File: config.mk
export PLATFORM = sky130hd
export DESIGN_NAME = ir_pulse_distance_decoder
export DESIGN_NICKNAME = d
export VERILOG_FILES = /design/src/rtl/ipdd_pkg.sv /design/src/rtl/ipdd_classifier.sv /design/src/rtl/ipdd_queue.sv /design/src/rtl/ipdd_assembler.sv /design/src/rtl/ir_pulse_distance_decoder.sv
export SDC_FILE = /design/constraint.sdc
export NUM_CORES = 1
export LEC_CHECK = 0
export BUFFER_PORTS_ARGS = -buffer_cell sky130_fd_sc_hd__buf_2
export CORE_ASPECT_RATIO = 0.5
export CORE_UTILIZATION = 59
export DETAILED_ROUTE_END_ITERATION = 10
export PLACE_DENSITY_LB_ADDON = 0.1
export SETUP_SLACK_MARGIN = 0.3
export SLEW_MARGIN = 20
export SYNTH_ARGS = -nofsm -noshare
export SYNTH_HDL_FRONTEND = slang
export SYNTH_HIERARCHICAL = 1
export SYNTH_SLANG_ARGS = --single-unit
File: constraint.sdc
create_clock -name i_clk -period 4.6 [get_ports i_clk]
set_input_delay 0.23 -clock i_clk [delete_from_list [all_inputs] [get_ports i_clk]]
set_output_delay 0.23 -clock i_clk [all_outputs]
set_load 0.02 [all_outputs]
File: src/rtl/ipdd_pkg.sv
package ipdd_pkg;

    localparam int DEF_FRAME_BITS = 32;
    localparam int WORD_BITS      = 32;
    localparam int TICK_W         = 16;
    localparam int QUEUE_DEPTH    = 4;
    localparam int QUEUE_PTR_W    = $clog2(QUEUE_DEPTH);
    localparam int OUT_TDATA_W    = 72;

    localparam logic [TICK_W-1:0] ZERO_LOW_RST        = 16'd100;
    localparam logic [TICK_W-1:0] ZERO_ONE_SPLIT_RST  = 16'd350;
    localparam logic [TICK_W-1:0] ONE_START_SPLIT_RST = 16'd500;
    localparam logic [TICK_W-1:0] START_HIGH_RST      = 16'd1500;

    typedef enum logic [1:0] {
        REG_ZERO_LOW        = 2'd0,
        REG_ZERO_ONE_SPLIT  = 2'd1,
        REG_ONE_START_SPLIT = 2'd2,
        REG_START_HIGH      = 2'd3
    } t_reg_idx;

    typedef enum logic [1:0] {
        KIND_ZERO  = 2'd0,
        KIND_ONE   = 2'd1,
        KIND_START = 2'd2,
        KIND_JUNK  = 2'd3
    } t_kind;

    typedef struct packed {
        logic [7:0]           good_data;
        logic [7:0]           good_command;
        logic                 command_ok;
        logic [7:0]           data_byte;
        logic [7:0]           command_byte;
        logic [WORD_BITS-1:0] frame_word;
    } t_result;

endpackage

File: src/rtl/ipdd_classifier.sv
module ipdd_classifier import ipdd_pkg::*; (
    input  logic              i_clk,
    input  logic              i_rst_n,
    input  logic              i_cfg_we,
    input  logic [1:0]        i_cfg_addr,
    input  logic [TICK_W-1:0] i_cfg_data,
    input  logic [TICK_W-1:0] i_interval,
    output t_kind             o_kind
);

    logic [TICK_W-1:0] r_zero_low;
    logic [TICK_W-1:0] r_zero_one_split;
    logic [TICK_W-1:0] r_one_start_split;
    logic [TICK_W-1:0] r_start_high;
    logic              is_zero;
    logic              is_one;
    logic              is_start;

    always_ff @(posedge i_clk) begin
        if (!i_rst_n) begin
            r_zero_low        <= ZERO_LOW_RST;
            r_zero_one_split  <= ZERO_ONE_SPLIT_RST;
            r_one_start_split <= ONE_START_SPLIT_RST;
            r_start_high      <= START_HIGH_RST;
        end else if (i_cfg_we) begin
            unique case (t_reg_idx'(i_cfg_addr))
                REG_ZERO_LOW:        r_zero_low        <= i_cfg_data;
                REG_ZERO_ONE_SPLIT:  r_zero_one_split  <= i_cfg_data;
                REG_ONE_START_SPLIT: r_one_start_split <= i_cfg_data;
                REG_START_HIGH:      r_start_high      <= i_cfg_data;
                default:             ;
            endcase
        end
    end

    assign is_zero  = (i_interval > r_zero_low)        && (i_interval < r_zero_one_split);
    assign is_one   = (i_interval > r_zero_one_split)  && (i_interval < r_one_start_split);
    assign is_start = (i_interval > r_one_start_split) && (i_interval < r_start_high);

    // start wins over one, one over zero when thresholds overlap
    always_comb begin
        if (is_start)     o_kind = KIND_START;
        else if (is_one)  o_kind = KIND_ONE;
        else if (is_zero) o_kind = KIND_ZERO;
        else              o_kind = KIND_JUNK;
    end

endmodule

File: src/rtl/ipdd_queue.sv
module ipdd_queue import ipdd_pkg::*; (
    input  logic  i_clk,
    input  logic  i_rst_n,
    input  logic  i_push,
    input  t_kind i_kind,
    output logic  o_full,
    input  logic  i_pop,
    output logic  o_valid,
    output t_kind o_kind
);

    t_kind                  r_mem [QUEUE_DEPTH];
    logic [QUEUE_PTR_W-1:0] r_wptr;
    logic [QUEUE_PTR_W-1:0] r_rptr;
    logic [QUEUE_PTR_W:0]   r_count;
    logic                   do_push;
    logic                   do_pop;

    assign o_full  = (r_count == (QUEUE_PTR_W+1)'(QUEUE_DEPTH));
    assign o_valid = (r_count != '0);
    assign o_kind  = r_mem[r_rptr];
    assign do_push = i_push && !o_full;
    assign do_pop  = i_pop && o_valid;

    always_ff @(posedge i_clk) begin
        if (do_push) begin
            r_mem[r_wptr] <= i_kind;
        end
    end

    always_ff @(posedge i_clk) begin
        if (!i_rst_n) begin
            r_wptr  <= '0;
            r_rptr  <= '0;
            r_count <= '0;
        end else begin
            if (do_push) r_wptr <= r_wptr + 1'b1;
            if (do_pop)  r_rptr <= r_rptr + 1'b1;
            case ({do_push, do_pop})
                2'b10:   r_count <= r_count + 1'b1;
                2'b01:   r_count <= r_count - 1'b1;
                default: r_count <= r_count;
            endcase
        end
    end

endmodule

File: src/rtl/ipdd_assembler.sv
module ipdd_assembler import ipdd_pkg::*; #(
    parameter int FRAME_BITS = DEF_FRAME_BITS
) (
    input  logic    i_clk,
    input  logic    i_rst_n,
    input  logic    i_valid,
    input  t_kind   i_kind,
    output logic    o_pop,
    output logic    o_res_valid,
    input  logic    i_res_ready,
    output t_result o_result
);

    localparam int CNT_W = $clog2(FRAME_BITS + 1);

    logic [WORD_BITS-1:0] r_word;
    logic [CNT_W-1:0]     r_cnt;
    logic                 r_in_frame;
    logic [7:0]           r_good_cmd;
    logic [7:0]           r_good_data;
    logic                 r_res_valid;
    t_result              r_result;

    logic [WORD_BITS-1:0] n_word;
    logic [CNT_W-1:0]     n_cnt;
    logic                 take_bit;
    logic                 frame_done;
    logic [7:0]           cmd;
    logic [7:0]           inv;
    logic [7:0]           dat;
    logic                 ok;

    // an item is consumed whenever the output slot is free or being drained
    assign o_pop       = i_valid && (!r_res_valid || i_res_ready);
    assign take_bit    = o_pop && r_in_frame && (i_kind == KIND_ZERO || i_kind == KIND_ONE);
    assign n_cnt       = r_cnt + 1'b1;
    assign frame_done  = take_bit && (n_cnt == CNT_W'(FRAME_BITS));

    always_comb begin
        n_word = r_word;
        for (int i = 0; i < WORD_BITS; i++) begin
            if (32'(r_cnt) == i) n_word[i] = (i_kind == KIND_ONE);
        end
    end

    assign cmd = n_word[31:24];
    assign inv = n_word[23:16];
    assign dat = n_word[15:8];
    assign ok  = (inv == ~cmd);

    always_ff @(posedge i_clk) begin
        if (!i_rst_n) begin
            r_word      <= '0;
            r_cnt       <= '0;
            r_in_frame  <= 1'b0;
            r_good_cmd  <= '0;
            r_good_data <= '0;
            r_res_valid <= 1'b0;
        end else begin
            if (frame_done)       r_res_valid <= 1'b1;
            else if (i_res_ready) r_res_valid <= 1'b0;
            if (o_pop && i_kind == KIND_START) begin
                r_word     <= '0;
                r_cnt      <= '0;
                r_in_frame <= 1'b1;
            end else if (frame_done) begin
                r_word      <= n_word;
                r_cnt       <= '0;
                r_in_frame  <= 1'b0;
                if (ok) begin
                    r_good_cmd  <= cmd;
                    r_good_data <= dat;
                end
            end else if (take_bit) begin
                r_word <= n_word;
                r_cnt  <= n_cnt;
            end
        end
    end

    always_ff @(posedge i_clk) begin
        if (frame_done) begin
            r_result.frame_word   <= n_word;
            r_result.command_byte <= cmd;
            r_result.data_byte    <= dat;
            r_result.command_ok   <= ok;
            r_result.good_command <= ok ? cmd : r_good_cmd;
            r_result.good_data    <= ok ? dat : r_good_data;
        end
    end

    assign o_res_valid = r_res_valid;
    assign o_result    = r_result;

endmodule

File: src/rtl/ir_pulse_distance_decoder.sv
// Pulse-distance IR frame receiver. Each input transfer carries the interval, measured in ticks, between successive
// falling edges of the IR receiver; it is classified against four threshold registers
// (written through i_cfg_*; the user must write them only while the block is idle, as the
// block itself does not enforce it) as a zero bit, a one bit, a start mark or junk. A start
// mark restarts the frame; bits are collected first bit in bit 0, and after FRAME_BITS bits
// one result transfer gives the frame word, command, data, the inverted-command check and
// the last command/data that passed the check. One interval is accepted every cycle while
// s_axis_tready is high; each accepted bit or start mark is written into a four-entry queue after the
// classifier, and the last bit of a frame is popped into the output register, which raises
// m_axis_tvalid. When the result is not taken the queue fills and s_axis_tready drops.
module ir_pulse_distance_decoder import ipdd_pkg::*; #(
    parameter int FRAME_BITS = DEF_FRAME_BITS
) (
    input  logic                   i_clk,
    input  logic                   i_rst_n,
    input  logic                   i_cfg_we,
    input  logic [1:0]             i_cfg_addr,
    input  logic [TICK_W-1:0]      i_cfg_data,
    input  logic                   s_axis_tvalid,
    output logic                   s_axis_tready,
    input  logic [TICK_W-1:0]      s_axis_tdata,   // [15:0] edge_interval
    output logic                   m_axis_tvalid,
    input  logic                   m_axis_tready,
    // [31:0] frame_word, [39:32] command_byte, [47:40] data_byte, [48] command_ok,
    // [56:49] good_command, [64:57] good_data, [71:65] zero
    output logic [OUT_TDATA_W-1:0] m_axis_tdata
);

    t_kind   cls_kind;
    t_kind   q_kind;
    logic    q_full;
    logic    q_valid;
    logic    q_pop;
    logic    push;
    t_result result;

    ipdd_classifier u_classifier (
        .i_clk      (i_clk),
        .i_rst_n    (i_rst_n),
        .i_cfg_we   (i_cfg_we),
        .i_cfg_addr (i_cfg_addr),
        .i_cfg_data (i_cfg_data),
        .i_interval (s_axis_tdata),
        .o_kind     (cls_kind)
    );

    assign s_axis_tready = !q_full;
    // junk changes nothing downstream, so it never enters the queue
    assign push = s_axis_tvalid && !q_full && (cls_kind != KIND_JUNK);

    ipdd_queue u_queue (
        .i_clk   (i_clk),
        .i_rst_n (i_rst_n),
        .i_push  (push),
        .i_kind  (cls_kind),
        .o_full  (q_full),
        .i_pop   (q_pop),
        .o_valid (q_valid),
        .o_kind  (q_kind)
    );

    ipdd_assembler #(
        .FRAME_BITS (FRAME_BITS)
    ) u_assembler (
        .i_clk       (i_clk),
        .i_rst_n     (i_rst_n),
        .i_valid     (q_valid),
        .i_kind      (q_kind),
        .o_pop       (q_pop),
        .o_res_valid (m_axis_tvalid),
        .i_res_ready (m_axis_tready),
        .o_result    (result)
    );

    assign m_axis_tdata = {(OUT_TDATA_W - $bits(t_result))'(0), result};

endmodule

==> results of run 1 <==
-- synth_stat cells, drive strengths merged, types with 8 or more instances --
| cell type | count | area, µm² |
|---|---|---|
| nor3 | 8 | 45.0 |
| nor2b | 8 | 52.6 |
| o2bb2ai | 10 | 87.6 |
| clkbuf | 28 | 105 |
| a21oi | 32 | 164 |
| mux2 | 47 | 529 |
| nand2 | 169 | 642 |
| inv | 76 | 288 |
| edfxtp | 57 | 1710 |
| nor2 | 55 | 206 |
| buf | 42 | 303 |
| o211ai | 26 | 195 |
| xor2 | 12 | 105 |
| xnor2 | 16 | 140 |
| dfxtp | 129 | 2580 |
| a32o | 9 | 90.1 |
| nor3b | 8 | 91.3 |
| a21boi | 43 | 323 |
| nand4 | 18 | 113 |
| o21ai | 13 | 65.1 |
| mux2i | 36 | 360 |
| ha | 72 | 901 |
| and2 | 8 | 55.1 |
-- per-layer routing --
metal	vias to the layer above	wire, µm
met1	3439	9360
met3	33	794
li1	3532	-
met5	-	0
met4	0	411
met2	181	9960
-- kinds of logic after synthesis --
family	after synthesis	synth area share, %
xor+xnor	28	2.52
mux	85	9.60
fa+ha+maj	73	9.46
other cells	1	0.0385
buf+inv	146	7.14
compound gates	167	12.7
flops	186	44.1
simple gates	301	14.4
-- cell type report --
class,instances,area [µm²]
clock buffers,18,439
clock inverters,14,168
inverters,76,288
fillers,1291,4950
repair buffers,112,578
flip-flops and latches,186,4290
well taps,221,277
multi-input cells,661,4780
-- power by group --
group | switching (W) | internal [W] | total [W]
Combinational | 0.000322 | 0.000214 | 0.000535
Sequential | 0.0000395 | 0.00174 | 0.00178
Clock | 0.000728 | 0.000751 | 0.00148
-- registers in the layout (all words and copies together) (netlist names), 16 cells and up, named ones only --
name / flops
u_classifier/r_zero_low: 16
u_assembler/r_word: 32
u_classifier/r_one_start_split: 16
u_classifier/r_start_high: 16
u_assembler/o_result: 49
u_classifier/r_zero_one_split: 16
-- metrics by stage --
| stage | instance area [µm²] | hold WS, ns | power (W) | setup slack [ns] |
|---|---|---|---|---|
| after CTS | 10800 | 0.0567 | 0.00382 | 0.744 |
| after global routing | 10800 | 0.0677 | 0.00395 | 0.453 |
| final | 10800 | 0.0736 | 0.00379 | 0.712 |
| after floorplan | 9760 | 0.366 | 0.00222 | 1.04 |
| after detailed placement | 10200 | 0.446 | 0.00234 | 0.737 |
| after global placement | 10200 | 0.440 | 0.00233 | 0.823 |
-- worst paths after layout --
check                           slack [ns]                              from                         end
worst max register to register        0.71  u_classifier/r_zero_one_split[7]          u_queue/r_count[2]
worst min-delay path                  0.07                     i_cfg_data[6]  u_classifier/r_zero_low[6]
worst max-delay path                  0.71  u_classifier/r_zero_one_split[7]          u_queue/r_count[2]
worst min register to register        0.46         u_assembler/r_good_cmd[3]   u_assembler/r_good_cmd[3]
-- worst max-delay path, stage by stage, from the launching register on --
cell       delay [ns]
dfxtp_1          0.33
inv_1            0.05
ha_1             0.30
a21oi_1          0.15
o21ai_0          0.11
o2bb2ai_1        0.13
or4_1            0.49
nor3b_1          0.16
o21bai_1         0.33
nand2_1          0.08
and3_1           0.18
nor2b_1          0.19
inv_1            0.08
ha_1             0.18
inv_1            0.06
fa_1             0.37
xor2_1           0.16
or3_1            0.31
a21boi_0         0.16
==> impl_metrics.csv, run 1 <==
group,metric,value,unit
routing,vias_per_cell,5.58,
routing,dr.pass1.iters,5,
floorplan,core-area,0.0158,mm²
sta,finalClockSkew,0.0124,ns
clocking,cts_hold_buffers,0,
sta,timing.final.crit_period,3.89,ns
yosys,ys_ff_latch,186,
clocking,cts_tree,"yes",
cells_and_area,syn2layout_area_growth,11.2,%
placed_design,hpwl,13900,µm
cells_and_area,fin_cells,1288,
status,outcome,"complete, no violations",
placed_design,dpl.cell_count,1256,
sta,slew_headroom,31.1,%
floorplan,num_io_pins,113,
worst_hold_path,hp-class,"in2reg",
yosys,syn_inst,987,
yosys,avgSynthCellArea,9.87,µm²
grt,grt_overflow,0,
routing,drc,0,
floorplan,rows,32,
cells_and_area,drive_above_1_share,19.9,%
cells_and_area,final_cell_mix,"nand2_1 (168), dfxtp_1 (129), buf_2 (105)",
clocking,path_clk_slew,0.07,ns
floorplan,die_x,184,µm
cells_and_area,final_common_cell,"nand2_1",
worst_setup_path,worstPathRequired,4.96,ns
sta,timing.setup.tns,0,ns
placed_design,port-buffer-count,105,
cells_and_area,nets,1166,
sta,finalCritPeriodShare,84.5,%
routing,final_antenna_net_count,0,
grt,grt_max_degree,78,
sta,tightest_slew,1.03,ns
routing,wl_per_cell,15.9,µm
run,cap_violations,0,
grt,grt_pass1_wl,34000,µm
grt,antenna_found_initial,0,
sta,timing.fmax,257,MHz
routing,drtIter0Drc,334,
clocking,cts-resized-gates,0,
floorplan,initial_core_util,61.7,%
worst_setup_path,cp_max_fo,7,
cells_and_area,finalCoreUtilization,68.6,%
routing,wirelength,20500,µm
clocking,clk_path_buf_depth,2,
worst_setup_path,cp.arrival,4.25,ns
sta,rsz0062_at_grt,"false",
yosys,ys.flop_type,"dfxtp_1",
routing,dr_total_vias,7185,
clocking,h-tree-depth,4,
yosys,synth_edf_count,57,
placed_design,gp_congestion,0.948,
grt,grt_use_total,25.4,%
sta,setup_viol,0,
power_and_ir_drop,powerDensity,350,mW/mm²
power_and_ir_drop,leakagePower,4.44,nW
yosys,ys_warn_count,6,
sta,final_max_slew_viol_count,0,
grt,grt.busiest_layer,"met2",
yosys,netlist_area,0.00974,mm²
worst_setup_path,crit_type,"reg2reg",
worst_setup_path,end_kind,"flop",
worst_hold_path,holdPathStages,3,
clocking,cts.sinks,186,
clocking,root_buffer,"clkbuf_16",
grt,grtUsageMet3,4.88,%
worst_setup_path,reg2regPathDepth,18,
floorplan,die_y,92.9,µm
yosys,yosysSeqAreaShare,44.1,%
yosys,ys_types,71,
floorplan,die-area,0.0171,mm²
clocking,clk_latency,0.43,ns
clocking,cts_setup_buffers,0,
yosys,async_flop_share,0,%
clocking,cts_inserted_buffers,17,
sta,hold_viol_final,0,
grt,grt_pass1_vias,6921,
grt,use_met1,31.7,%
power_and_ir_drop,ir_drop,0.256,mV
cells_and_area,antennaDiodeCount,0,
worst_setup_path,startpoint_type,"flop",
grt,grtUsageMet2,44.0,%
Power figures use the tool's default switching activity.
==> run 2, diff against run 1 <==
CORE_UTILIZATION = 53   (was 59)
clock period = 3.24 ns   (was 4.6 ns; I/O delays follow)
==> impl_metrics.csv, run 2 (synthesis results as in run 1) <==
group,metric,value,unit
cells_and_area,syn2layout_area_growth,22.1,%
clocking,root_buffer,"clkbuf_16",
clocking,cts_tree,"yes",
status,violations,"setup timing",
grt,antenna_found_initial,0,
clocking,cts.sinks,186,
run,cap_violations,0,
floorplan,core-area,0.0177,mm²
floorplan,num_io_pins,113,
worst_setup_path,cp.arrival,3.77,ns
cells_and_area,final_cell_area,0.0119,mm²
power_and_ir_drop,p_clk_share,36.7,%
routing,drc,0,
sta,timing.fmax,294,MHz
placed_design,place_area,0.0107,mm²
worst_setup_path,cp_max_fo,3,
worst_setup_path,crit_type,"reg2reg",
clocking,path_clk_slew,0.07,ns
clocking,clk_latency,0.43,ns
routing,wl_per_cell,16.5,µm
placed_design,port-buffer-count,105,
routing,dr_total_vias,7473,
power_and_ir_drop,ir_drop,0.360,mV
power_and_ir_drop,p_comb_share,18.7,%
power_and_ir_drop,switching_share,28.0,%
sta,rsz0062_at_grt,"true",
cells_and_area,nets,1242,
grt,grt.busiest_layer,"met2",
floorplan,die_y,97.9,µm
sta,setup_viol,1,
grt,grt_pass1_vias,7423,
routing,drtIter0Drc,411,
power_and_ir_drop,p_total,0.00566,W
worst_setup_path,end_kind,"flop",
status,outcome,"finished with violations",
sta,slew_headroom,33.2,%
clocking,cts_inserted_buffers,17,
routing,final_antenna_net_count,0,
routing,dr.pass1.iters,5,
grt,use_met1,30.4,%
cells_and_area,antennaDiodeCount,0,
cells_and_area,final_cell_mix,"nand2_1 (168), dfxtp_1 (118), buf_2 (105)",
sta,final_max_slew_viol_count,0,
worst_setup_path,worstPathRequired,3.60,ns
grt,grt_use_total,24.3,%
grt,grtUsageMet2,43.3,%
power_and_ir_drop,switching_power,0.00158,W
floorplan,initial_core_util,55.2,%
sta,worst_slack,-0.163,ns
routing,wirelength,22800,µm
cells_and_area,largest_register_ff_count,49,
grt,grt_pass1_wl,36800,µm
clocking,clk_path_buf_depth,2,
cells_and_area,final_common_cell,"nand2_1",
power_and_ir_drop,power_frac_seq,44.6,%
floorplan,die-area,0.0190,mm²
grt,grt_max_degree,72,
floorplan,rows,34,
worst_setup_path,startpoint_type,"flop",
clocking,h-tree-depth,4,
placed_design,gp_congestion,0.869,
sta,tightest_slew,1.00,ns
floorplan,die_x,194,µm
cells_and_area,n_fill_cell,1419,
cells_and_area,drive_above_1_share,30.4,%
power_and_ir_drop,powerDensity,476,mW/mm²
power_and_ir_drop,p_int,0.00408,W
sta,timing.final.crit_period,3.40,ns
sta,finalClockSkew,0.0116,ns
grt,grt_overflow,0,
worst_hold_path,hp-class,"in2reg",
grt,grtUsageMet3,3.73,%
placed_design,hpwl,15000,µm
sta,finalCritPeriodShare,105,%
routing,vias_per_cell,5.43,
sta,hold_viol_final,0,
power_and_ir_drop,leakagePower,4.88,nW
cells_and_area,finalCoreUtilization,67.3,%
## run 2: cell types whose count changed in the layout (fill, tap and decap cells not counted), sizes merged
cell	change
buf	+69
dlygate4sd3	+3
a31oi	+1
bufbuf	+1
bufinv	+1
clkinv	-1
clkinvlp	+1
inv	+1
## run 2: final cells by class
class | instances | area, µm² | area share [%]
Multi-Input combinational cell | 662 | 5200 | 43.7
Clock inverter | 14 | 151 | 1.27
Tap cell | 234 | 293 | 2.46
Clock buffer | 18 | 429 | 3.61
Timing Repair Buffer | 185 | 1180 | 9.91
Inverter | 76 | 304 | 2.56
Timing Repair inverter | 2 | 27.5 | 0.232
Sequential cell | 186 | 4310 | 36.2
## run 2: path summary, 6_finish.rpt
path / start / end / slack [ns] / cells after the start
setup / recovery: u_classifier/r_zero_one_split[13] / u_queue/r_count[2] / -0.16 / 18
hold / removal: i_cfg_data[5] / u_classifier/r_one_start_split[5] / 0.02 / 3
setup reg to reg: u_classifier/r_zero_one_split[13] / u_queue/r_count[2] / -0.16 / 18
hold reg to reg: u_classifier/r_one_start_split[13] / u_classifier/r_one_start_split[13] / 0.47 / 2
## run 2: metrics by stage
stage | setup TNS (ns) | setup slack, ns | std cells | hold WS [ns]
3_3_place_gp | -0.308 | -0.225 | 1321 | 0.435
4_1_cts | -0.236 | -0.207 | 1369 | 0.000528
5_1_grt | -0.470 | -0.329 | 1377 | 0.0169
3_5_place_dp | -0.543 | -0.358 | 1321 | 0.441
2_1_floorplan | -0.308 | -0.230 | 993 | 0.298
6_report | -0.163 | -0.163 | 1377 | 0.0151
## run 2: per-layer routing
metal	part of all wire [%]	vias to the layer above
met5	0	-
met4	1.5	0
met3	3.3	29
met2	49	153
met1	46	3593
li1	-	3698
## run 2: power groups by stage
stage / Sequential (W) / Combinational, W / Clock (W)
floorplan: 0.00256 / 0.000611 / 0
finish: 0.00253 / 0.00106 / 0.00208
global placement: 0.00257 / 0.000845 / 0
CTS: 0.00252 / 0.000991 / 0.00212
detailed placement: 0.00258 / 0.000872 / 0
global route: 0.00254 / 0.00116 / 0.00220
## run 2: what timing repair did
item / in CTS / in global routing
setup endpoints to repair: 43 / 43
hold buffers: 3 / 0
cloned: 3 / 1
gates resized for setup: 39 / 45
buffers inserted: 10 / 7
hold endpoints to repair: 6 / 0
pin swaps: 10 / 9
## run 2: worst max-delay path, stage by stage (launching register included)
cell      delay (ns)
dfxtp_1         0.35
inv_1           0.08
ha_4            0.22
nand4_1         0.15
or3_1           0.14
a21oi_1         0.04
or4_4           0.53
nor3b_4         0.18
o21bai_4        0.12
nand2_1         0.07
and3_1          0.18
nor2b_4         0.13
inv_4           0.07
ha_4            0.13
inv_2           0.03
fa_2            0.33
xor2_1          0.15
or3_1           0.30
a21boi_1        0.14
==> run 3, diff against run 2 <==
CORE_UTILIZATION = 25   (was 53)
CTS_CLUSTER_SIZE = 14   (was not set)
==> impl_metrics.csv, run 3 (synthesis results as in run 1) <==
group,metric,value,unit
status,outcome,"finished with violations",
status,violations,"setup timing",
sta,rsz0062_at_grt,"true",
cells_and_area,finalCoreUtilization,32.9,%
floorplan,die_y,142,µm
sta,final_max_slew_viol_count,0,
cells_and_area,n_fill_cell,3948,
floorplan,die-area,0.0398,mm²
floorplan,die_x,281,µm
worst_setup_path,crit_chain,"inv_1, ha_4, a211oi_2, o21bai_2, a2111o_1, a211oi_2, o21bai_4, nand2_1, and3_1, nor2b_4, inv_4, ha_4, inv_2, fa_2, xor2_1, or3_1, a21boi_1",
worst_setup_path,cp_max_fo,2,
cells_and_area,drive_above_1_share,29.5,%
placed_design,gp_congestion,0.773,
sta,worst_slack,-0.242,ns
worst_setup_path,crit_type,"reg2reg",
clocking,cts_tree,"yes",
worst_setup_path,crit_slowest_cell,"a2111o_1",
power_and_ir_drop,ir_drop,0.246,mV
worst_setup_path,worstPathRequired,3.62,ns
sta,finalClockSkew,0.0131,ns
sta,timing.final.crit_period,3.48,ns
worst_hold_path,hp-class,"in2reg",
routing,wl_per_cell,15.3,µm
cells_and_area,nets,1267,
placed_design,port-buffer-count,105,
grt,grt_pass1_vias,7424,
floorplan,core-area,0.0378,mm²
clocking,clk_path_buf_depth,2,
grt,grt_pass1_wl,40700,µm
placed_design,dpl.cell_count,1610,
grt,grt_overflow,0,
sta,slew_headroom,29.6,%
cells_and_area,fin_cells,1688,
clocking,cts.sinks,186,
cells_and_area,antennaDiodeCount,0,
power_and_ir_drop,leakagePower,5.03,nW
placed_design,hpwl,17900,µm
cells_and_area,syn2layout_area_growth,28.0,%
routing,drtIter0Drc,340,
routing,final_antenna_net_count,0,
floorplan,rows,50,
run,cap_violations,0,
floorplan,num_io_pins,113,
worst_setup_path,cp_slowest_stage_delay,0.44,ns
worst_setup_path,crit_family,"compound AO/OA/AOI/OAI gates",
power_and_ir_drop,p_total,0.00582,W
clocking,clk_latency,0.45,ns
cells_and_area,regArea,0.00430,mm²
routing,dr.pass1.iters,4,
routing,wirelength,25800,µm
clocking,cts_inserted_buffers,17,
clocking,root_buffer,"clkbuf_16",
cells_and_area,final_cell_mix,"nand2_1 (168), dfxtp_1 (124), buf_2 (105)",
routing,vias_per_cell,4.34,
cells_and_area,final_cell_area,0.0125,mm²
grt,grt_use_total,13.3,%
sta,timing.fmax,287,MHz
worst_setup_path,end_kind,"flop",
routing,dr_total_vias,7324,
cells_and_area,largest_register_ff_count,49,
grt,antenna_found_initial,0,
sta,tightest_slew,1.06,ns
sta,hold_viol_final,0,
power_and_ir_drop,powerDensity,467,mW/mm²
routing,drc,0,
sta,setup_viol,2,
worst_setup_path,path_buf_inv,3,
placed_design,place_area,0.0111,mm²
cells_and_area,multi_input_area,0.00509,mm²
sta,finalCritPeriodShare,107,%
worst_setup_path,startpoint_type,"flop",
clocking,h-tree-depth,4,
cells_and_area,final_common_cell,"nand2_1",
floorplan,initial_core_util,25.7,%
worst_setup_path,cp.arrival,3.86,ns
grt,grt_max_degree,76,
clocking,path_clk_slew,0.08,ns
run 3: cell types whose count changed in the layout (fill, tap and decap cells not counted), moves of 4 or more:
cell	change
and2_2	-4
and2_4	+4
buf_6	+6
dfxtp_1	+6
dfxtp_2	-6
dlygate4sd3_1	+12
ha_1	+7
ha_4	-6
run 3: timing repair:
action | in CTS | in global routing
gates cloned | 4 | 2
hold buffers | 15 | 0
resized for setup | 63 | 20
buffers inserted | 13 | 11
pin swaps | 13 | 22
setup endpoints to repair | 40 | 40
endpoints found under the hold margin | 51 | 0
run 3: path summary, 6_finish.rpt:
path                                    start                          endpoint  slack, ns  cells past startpoint
max reg2reg      u_classifier/r_start_high[1]                u_queue/r_count[2]      -0.24                     17
min reg2reg  u_classifier/r_zero_one_split[7]  u_classifier/r_zero_one_split[7]       0.47                      2
max              u_classifier/r_start_high[1]                u_queue/r_count[2]      -0.24                     17
min                             m_axis_tready           u_assembler/o_res_valid       0.03                      3
run 3: per-stage QoR:
step / setup TNS [ns] / hold WS (ns) / setup WS (ns)
4_1_cts: -0.398 / 0.00969 / -0.256
3_3_place_gp: -0.568 / 0.443 / -0.356
5_1_grt: -1.17 / 0.0447 / -0.400
2_1_floorplan: -0.308 / 0.298 / -0.230
3_5_place_dp: -0.705 / 0.447 / -0.447
6_report: -0.366 / 0.0319 / -0.242
run 3: per-layer routing:
metal / wire length (µm) / track usage (%)
met5: 0 / 0
met2: 12400 / 23.1
met3: 810 / 2.72
met4: 382 / 4.37
met1: 12200 / 16.6
run 3: where the power goes:
group	switching (W)	internal, W	leakage (nW)	total [W]
sequential	0.0000562	0.00247	1.66	0.00252
clock	0.00106	0.00106	0.289	0.00212
combinational	0.000572	0.000601	3.09	0.00117
run 3: cell type report:
| type | count | share of cell area (%) |
|---|---|---|
| Timing Repair Buffer | 210 | 12.0 |
| Multi-Input combinational cell | 662 | 40.9 |
| Tap cell | 520 | 5.22 |
| Timing Repair inverter | 2 | 0.261 |
| Inverter | 76 | 2.44 |
| Clock buffer | 19 | 3.55 |
| Sequential cell | 186 | 34.5 |
| Clock inverter | 13 | 1.13 |
run 3: tightest hold or removal path, stage by stage:
cell and delay, ns:
buf_2 0.09, nand2b_1 0.12, a21oi_1 0.07
